--- config.mk ---
export PLATFORM = sky130hd
export DESIGN_NAME = lru_object_cache_directory
export DESIGN_NICKNAME = d
export VERILOG_FILES = /design/src/rtl/lruocd_pkg.sv /design/src/rtl/lruocd_cell.sv /design/src/rtl/lru_object_cache_directory.sv
export SDC_FILE = /design/constraint.sdc
export NUM_CORES = 2
export LEC_CHECK = 0
export ABC_AREA = 1
export BUFFER_PORTS_ARGS = -buffer_cell sky130_fd_sc_hd__buf_2
export CORE_MARGIN = 3
export CORE_UTILIZATION = 41
export CTS_BUF_LIST = sky130_fd_sc_hd__clkbuf_8
export CTS_CLUSTER_DIAMETER = 30
export DETAILED_ROUTE_END_ITERATION = 7
export GPL_ROUTABILITY_DRIVEN = 0
export MAX_ROUTING_LAYER = met4
export PLACE_DENSITY = 0.56
export SLEW_MARGIN = 20
export SYNTH_ARGS = -nofsm -noshare
export SYNTH_HDL_FRONTEND = slang
export SYNTH_SLANG_ARGS = --single-unit
--- constraint.sdc ---
create_clock -name clk -period 8 [get_ports clk]
set_input_delay 1.2 -clock clk [delete_from_list [all_inputs] [get_ports clk]]
set_output_delay 1.2 -clock clk [all_outputs]
set_load 0.03 [all_outputs]
--- src/rtl/lruocd_pkg.sv ---
`timescale 1ns / 1ps
// ----------------------------------------------------------------------------
// lruocd_pkg
// Shared types and constants of the LRU object cache directory.
// ----------------------------------------------------------------------------
package lruocd_pkg;

  localparam int KEY_W  = 64;
  localparam int LEN_W  = 21;
  localparam int SLOT_W = 6;

  localparam logic [LEN_W-1:0] MAX_LEN_RESET = LEN_W'(1024 * 1024);

  typedef enum logic {
    OP_LOOKUP = 1'b0,
    OP_ADD    = 1'b1
  } op_e;

  typedef struct packed {
    op_e              op;
    logic [KEY_W-1:0] key;
    logic [LEN_W-1:0] length;
  } req_t;

  typedef struct packed {
    logic              hit;
    logic [SLOT_W-1:0] slot;
    logic [LEN_W-1:0]  stored_length;
    logic              accepted;
    logic              evicted;
    logic [KEY_W-1:0]  evicted_key;
  } rsp_t;

  // Control broadcast to every cell of the recency chain.
  typedef struct packed {
    logic capture;    // latch per-cell key compare
    logic move;       // move the selected entry to the front
    logic use_match;  // select by key match, else by insert point
  } cell_ctrl_t;

endpackage

--- src/rtl/lruocd_cell.sv ---
`timescale 1ns / 1ps
// ----------------------------------------------------------------------------
// lruocd_cell
// One recency position: holds an entry, compares its key, shifts in from the
// neighbor above when an entry moves to the front.
// ----------------------------------------------------------------------------
module lruocd_cell #(
  parameter int KEY_BITS = 64,
  parameter int INDEX    = 0,
  parameter bit LAST     = 1'b0
) (
  input  logic                             clk,
  input  logic                             rst,
  input  lruocd_pkg::cell_ctrl_t           ctrl,
  input  logic [KEY_BITS-1:0]              cmp_key,
  input  logic                             nb_valid,
  input  logic                             in_valid,
  input  logic [lruocd_pkg::SLOT_W-1:0]    in_slot,
  input  logic [KEY_BITS-1:0]              in_key,
  input  logic [lruocd_pkg::LEN_W-1:0]     in_len,
  input  logic                             found_in,
  output logic                             found_out,
  output logic                             sel,
  output logic                             match,
  output logic                             valid,
  output logic [lruocd_pkg::SLOT_W-1:0]    slot,
  output logic [KEY_BITS-1:0]              key,
  output logic [lruocd_pkg::LEN_W-1:0]     len
);

  logic ins_here;
  logic shift;

  // First empty position, or the tail when the chain is full.
  assign ins_here  = (!valid && nb_valid) || (LAST && valid);
  assign sel       = ctrl.move && (ctrl.use_match ? match : ins_here);
  assign found_out = found_in || sel;
  assign shift     = ctrl.move && !found_in;

  always_ff @(posedge clk) begin
    if (rst) begin
      valid <= 1'b0;
      slot  <= lruocd_pkg::SLOT_W'(INDEX);
      match <= 1'b0;
    end else begin
      if (ctrl.capture) begin
        match <= valid && (key == cmp_key);
      end
      if (shift) begin
        valid <= in_valid;
        slot  <= in_slot;
      end
    end
  end

  always_ff @(posedge clk) begin
    if (shift) begin
      key <= in_key;
      len <= in_len;
    end
  end

endmodule

--- src/rtl/lru_object_cache_directory.sv ---
`timescale 1ns / 1ps
// ----------------------------------------------------------------------------
// lru_object_cache_directory
// Fully associative directory with least-recently-used replacement, built as
// a chain of recency cells with the most recent entry in cell 0.
// ----------------------------------------------------------------------------
// Requests: start is ignored while busy; busy is high for the one update
//   cycle after each accepted request, set by compare-then-shift over the chain.
// Result: done holds for exactly one cycle; result holds until the next update;
//   the receiver cannot stall.
// Reset: all cells empty, slots in identity order, max_object_len = 1 MiB.
// ----------------------------------------------------------------------------
module lru_object_cache_directory #(
  parameter int ENTRIES  = 10,
  parameter int KEY_BITS = 64
) (
  input  logic                         clk,
  input  logic                         rst,
  input  logic                         start,
  output logic                         busy,
  input  lruocd_pkg::req_t             request,
  output logic                         done,
  output lruocd_pkg::rsp_t             result,
  input  logic                         cfg_valid,
  output logic                         cfg_ready,
  input  logic [lruocd_pkg::LEN_W-1:0] cfg_data
);

  typedef enum logic [1:0] {
    ST_IDLE   = 2'b01,
    ST_UPDATE = 2'b10
  } state_t;

  state_t state;
  state_t state_next;

  // Configuration register: writes are always taken.
  logic [lruocd_pkg::LEN_W-1:0] max_object_len;

  // Request held across the update cycle.
  lruocd_pkg::op_e              op_q;
  logic [KEY_BITS-1:0]          key_q;
  logic [lruocd_pkg::LEN_W-1:0] len_q;
  logic                         oversize_q;

  logic accept;

  // Per-cell views of the chain.
  logic                         cell_valid [ENTRIES];
  logic [lruocd_pkg::SLOT_W-1:0] cell_slot [ENTRIES];
  logic [KEY_BITS-1:0]          cell_key   [ENTRIES];
  logic [lruocd_pkg::LEN_W-1:0] cell_len   [ENTRIES];
  logic                         cell_match [ENTRIES];
  logic                         cell_sel   [ENTRIES];
  logic                         found      [ENTRIES+1];
  logic [ENTRIES-1:0]           valid_vec;

  lruocd_pkg::cell_ctrl_t       ctrl;

  logic                         hit_any;
  logic                         is_add;
  logic                         do_move;
  logic [lruocd_pkg::SLOT_W-1:0] sel_slot;
  logic [KEY_BITS-1:0]          sel_key;
  logic [lruocd_pkg::LEN_W-1:0] sel_len;
  logic [lruocd_pkg::LEN_W-1:0] front_len;
  lruocd_pkg::rsp_t             result_next;

  assign cfg_ready = 1'b1;
  assign busy      = (state == ST_UPDATE);
  assign accept    = start && !busy;

  always_comb begin
    unique case (state)
      ST_IDLE:   state_next = accept ? ST_UPDATE : ST_IDLE;
      ST_UPDATE: state_next = ST_IDLE;
      default:   state_next = ST_IDLE;
    endcase
  end

  always_ff @(posedge clk) begin
    if (rst) begin
      state          <= ST_IDLE;
      max_object_len <= lruocd_pkg::MAX_LEN_RESET;
      done           <= 1'b0;
    end else begin
      state <= state_next;
      done  <= busy;
      if (cfg_valid && cfg_ready) begin
        max_object_len <= cfg_data;
      end
    end
  end

  // Latch the request and the size check at the accept edge; the cells latch
  // their key compares at the same edge.
  always_ff @(posedge clk) begin
    if (accept) begin
      op_q       <= request.op;
      key_q      <= request.key[KEY_BITS-1:0];
      len_q      <= request.length;
      oversize_q <= (request.length > max_object_len);
    end
    if (busy) begin
      result <= result_next;
    end
  end

  // Decide the update: a hit moves the matching cell, an add that misses moves
  // the insert point (first empty cell, or the tail which is evicted); an oversize add moves nothing.
  always_comb begin
    hit_any = 1'b0;
    for (int i = 0; i < ENTRIES; i++) begin
      hit_any = hit_any | cell_match[i];
    end
  end

  assign is_add  = (op_q == lruocd_pkg::OP_ADD);
  assign do_move = busy && !(is_add && oversize_q) && (hit_any || is_add);

  assign ctrl.capture   = accept;
  assign ctrl.move      = do_move;
  assign ctrl.use_match = hit_any;

  // Gather the selected cell; at most one cell is selected.
  always_comb begin
    sel_slot = '0;
    sel_key  = '0;
    sel_len  = '0;
    for (int i = 0; i < ENTRIES; i++) begin
      if (cell_sel[i]) begin
        sel_slot = sel_slot | cell_slot[i];
        sel_key  = sel_key | cell_key[i];
        sel_len  = sel_len | cell_len[i];
      end
    end
  end

  // An add writes its length; a lookup keeps the stored one.
  assign front_len = is_add ? len_q : sel_len;

  always_comb begin
    result_next = '0;
    if (do_move) begin
      result_next.hit           = hit_any;
      result_next.slot          = sel_slot;
      result_next.stored_length = front_len;
      result_next.accepted      = is_add;
      if (is_add && !hit_any && cell_valid[ENTRIES-1]) begin
        result_next.evicted     = 1'b1;
        result_next.evicted_key = lruocd_pkg::KEY_W'(sel_key);
      end
    end
  end

  assign found[0] = 1'b0;

  for (genvar g = 0; g < ENTRIES; g++) begin : g_cell
    logic                          nb_valid;
    logic                          in_valid;
    logic [lruocd_pkg::SLOT_W-1:0] in_slot;
    logic [KEY_BITS-1:0]           in_key;
    logic [lruocd_pkg::LEN_W-1:0]  in_len;

    // Cell 0 takes the moved entry; every other cell takes its upper neighbor.
    if (g == 0) begin : g_front
      assign nb_valid = 1'b1;
      assign in_valid = 1'b1;
      assign in_slot  = sel_slot;
      assign in_key   = key_q;
      assign in_len   = front_len;
    end else begin : g_body
      assign nb_valid = cell_valid[g-1];
      assign in_valid = cell_valid[g-1];
      assign in_slot  = cell_slot[g-1];
      assign in_key   = cell_key[g-1];
      assign in_len   = cell_len[g-1];
    end

    lruocd_cell #(
      .KEY_BITS (KEY_BITS),
      .INDEX    (g),
      .LAST     (g == ENTRIES - 1)
    ) u_cell (
      .clk       (clk),
      .rst       (rst),
      .ctrl      (ctrl),
      .cmp_key   (request.key[KEY_BITS-1:0]),
      .nb_valid  (nb_valid),
      .in_valid  (in_valid),
      .in_slot   (in_slot),
      .in_key    (in_key),
      .in_len    (in_len),
      .found_in  (found[g]),
      .found_out (found[g+1]),
      .sel       (cell_sel[g]),
      .match     (cell_match[g]),
      .valid     (cell_valid[g]),
      .slot      (cell_slot[g]),
      .key       (cell_key[g]),
      .len       (cell_len[g])
    );

    assign valid_vec[g] = cell_valid[g];
  end

  // Occupied cells always form a prefix of the chain.
  a_valid_prefix: assert property (@(posedge clk) disable iff (rst)
    (valid_vec & ENTRIES'(valid_vec + 1'b1)) == '0)
    else $error("occupied cells are not a prefix of the chain");

  // A result follows exactly one update cycle.
  a_done_after_update: assert property (@(posedge clk) disable iff (rst)
    done |-> $past(busy))
    else $error("result strobe without an update cycle");

  // An accepted transaction always enters the update cycle.
  a_accept_update: assert property (@(posedge clk) disable iff (rst)
    (start && !busy) |=> busy)
    else $error("accepted transaction skipped the update cycle");

  // An eviction only comes from an accepted add that missed on a full chain.
  a_evict_add_miss: assert property (@(posedge clk) disable iff (rst)
    (done && result.evicted) |-> (result.accepted && !result.hit))
    else $error("eviction reported for a hit or a rejected transaction");

  // Every move picks some cell of the chain to bring to the front.
  a_move_selects: assert property (@(posedge clk) disable iff (rst)
    do_move |-> found[ENTRIES])
    else $error("update moved no cell of the chain");

endmodule
==> summary.md <==
| Metric | Value |
|---|---|
| Drt drc | approximately 120 |
| Worst EP arrival | 5.70 ns |
| First-pass GRT wire length | 298.4 mm |
| # fillers | 11260 |
| Clock transition at the registers of the reported paths | 0.06 ns |
| ANT nets after route | 0 |
| Gate power share | 0.044 |
| Int Pwr | around 11 mW |
| Setup TNS | 0 ns |
| Async set-reset flop share out of synthesis | 0 |
| CTS root buffer | clkbuf_8 |
| Vias in the first global route | between 30000 and 40000 |
| VDD IR max | around 170 uV |
| Psw | ~3.4 mW |
| Routed wl met3 | between 30 and 40 mm |
| Port Buffers | 206 |
| Setup Fix Bufs, Post-CTS | 0 |
| Core box area | ~0.12 mm^2 |
| Maximum clock frequency | about 190 MHz |
| Clock Latency Late Sink | roughly 0.99 ns |
| Post-Syn Nets | ~4700 |
| Area of the multi-input gates | about 0.014 mm^2 |
| Post-synth top flop | edfxtp_1 |
| Hold slack | just over 0.4 ns |
| Syn_area_per_cell | about 11 um^2 |
| Leakage | around 22 nW |
| CP Class | reg2reg |
| Clock Path Buffers | 4 |
| Count of warnings emitted by yosys | 0 |
| Highest routing layer actually used | met4 |
| Cells after Synth | between 4000 and 5000 |
| Crit path max fanout | 64 |
| Initial drt markers | between 7000 and 8000 |
| Pins Over Slew Limit | 0 |
| Reg power frac | 0.463 |
| Clock power frac | 0.494 |
| CTS tree | built |
| Synth Register Bits | approximately 1100 |
| Sw frac | 0.2415 |
| Worst-Margin Slew | 1.232 ns |
| Final wirelength | between 200 and 250 mm |
| Failing checks | design-rule violations |
| Hold Fails Final Rpt | 0 |
| Setup violations, final | 0 |
| Hold Crit Class | reg2reg |
| Worst Skew | 0.07484 ns |
| Initial core utilization | 0.4164 |
| GRT Total Usage | 0.3505 |
| Power per cell area | 239.6 mW/mm^2 |
| M1 WL | about 80 mm |
| Wire per inst | 32.70 um |
| Post-layout min period | 5.158 ns |
| CP startpoint kind | register |
| Vias/cell | 6.125 |
| Req. time, crit path | between 8 and 9 ns |
| Clock sinks | ~1100 |
| Row count | ~130 |
| CTS buffer count | around 280 |
| Chip width | 356.2 um |
| Quantity of gates resized following cts | 0 |
| Critical Path End Type | register |
| Die Y | about 360 um |
| FF/Latch Area | between 0.03 and 0.04 mm^2 |
| Syn Std Cell Area | around 0.050 mm^2 |
| Max Cap Viol | 0 |
| DP Wirelength | about 160 mm |
| Nets | roughly 5100 |
| Sequential cell area fraction in the yosys report | 0.6570 |
| Layout cell share with drive strength beyond 1 | 0.1393 |
| Status | complete, but fails checks |
| EDFF count, synth | 1031 |
| Pin count of the biggest net entering global routing | around 80 |
| Crit share post-route | 0.6448 |
| Unrepaired setup endpoints after global routing | false |
| # hold bufs at CTS | 0 |
| Routed vias | between 40000 and 50000 |
| GRT overflow | 0 |
| Antenna violations before repair | 23 |
| Drt first pass iters | 8 |
| I/O Pins | around 210 |
| Met2 WL | roughly 86 mm |
| Area grow syn2layout | 16.00% |
| Die footprint | ~0.13 mm^2 |
| Max H-tree Level | 5 |
| Slew HR | 0.1729 |
| Synth unique cells | 53 |
sequential cells by signal, summed over array words and instances, names as in the netlist, 2 cells and up:
signal               cells
g_cell.u_cell.valid     10
result                  94
g_cell.u_cell.slot      60
g_cell.in_key           64
state                    2
g_cell.u_cell.match     10
len_q                   21
g_cell.u_cell.len      210
max_object_len          21
g_cell.u_cell.key      640
Yosys cell counts (all sizes together) (69+ instances only):
library cell,number,share of area
o21ai,270,0.027
xnor2,96,0.017
o22ai,235,0.029
nand4,69,0.0093
clkbuf,133,0.0099
edfxtp,1031,0.62
dfxtp,104,0.041
xor2,117,0.020
inv,491,0.037
nand3,131,0.013
buf,79,0.0087
a21oi,226,0.023
nor2,313,0.024
nand2,961,0.073
critical path, cell delays in order, from the launching register on:
cell and delay [ns]:
edfxtp_1 0.48, a21oi_2 0.27, nand2_1 0.25, nand2_8 0.56, nand2_2 0.32, nor2_4 0.87
nand4_4 0.40, nor2_4 0.25, buf_4 0.51, buf_4 0.72
cells in the final DEF, fill, tap and decap left out, types with 26 or more instances in the layout:
cell type and n:
buf_4 54, clkinv_1 50, nand4_1 66, nor2_1 305
clkinv_2 48, edfxtp_1 1031, inv_1 527, clkbuf_8 287
o21ai_0 248, a211oi_1 31, nor3_1 29, o211ai_1 29
o2111ai_1 39, nand2_1 944, o22ai_1 235, nor4_1 56
a221oi_1 36, nand3_1 130, xnor2_1 95, buf_2 206
xor2_1 117, a21oi_1 225, dfxtp_1 104, a22o_1 26
power by group through the flow:
stage	sequential, mW	combinational [mW]	clock (mW)
detailed placement	6.59	0.560	0
CTS	6.47	0.562	6.92
global placement	6.59	0.559	0
global route	6.47	0.608	7.26
floorplan	6.59	0.262	0
finish	6.47	0.612	6.90
layout make-up:
cell class / instances / area share
inverters: 504 / 0.03277
clock inverters: 193 / 0.02520
repair buffers: 260 / 0.02462
flip-flops and latches: 1135 / 0.5664
clock buffers: 287 / 0.06771
diodes: 18 / 0.0007721
well taps: 1612 / 0.03457
multi-input cells: 2746 / 0.2479
cells by family (layout without fill, tap and decap cells):
kind of cell	after synthesis	in the layout	synth area share
compound gates	923	923	0.1106
xor+xnor	213	213	0.03710
fa+ha+maj	21	21	0.005225
buf+inv	716	1244	0.05621
flops	1135	1135	0.6570
other cells	1	19	0.00007457
simple gates	1588	1588	0.1337
through the flow:
step	setup slack, ns	total power [mW]	utilization	std cells	cell area (um^2)
2_1_floorplan	1.408	6.855	-	4597	50290
3_5_place_dp	2.860	7.146	0.4376	6257	52850
3_3_place_gp	2.924	7.144	0.4376	6257	52850
4_1_cts	2.773	13.95	0.4825	6737	58270
6_report	2.842	13.98	0.4831	6755	58340
5_1_grt	2.590	14.33	0.4830	6752	58330
worst paths after layout:
| check | startpoint | to | slack [ns] | cells after the start |
|---|---|---|---|---|
| worst min register to register | g_cell[0].in_key[14] | g_cell[0].u_cell.key[14] | 0.41 | 0 |
| worst max register to register | is_add | g_cell[6].u_cell.key[0] | 2.84 | 9 |
| worst max-delay path | is_add | g_cell[6].u_cell.key[0] | 2.84 | 9 |
| worst min-delay path | g_cell[0].in_key[14] | g_cell[0].u_cell.key[14] | 0.41 | 0 |
layer usage:
layer,track usage,vias to the layer above
li1,-,16960
met1,0.4444,19840
met2,0.4484,3786
met3,0.1842,786
met4,0.1800,0
met5,-,-
No activity file was read; power rests on OpenSTA's default activity.
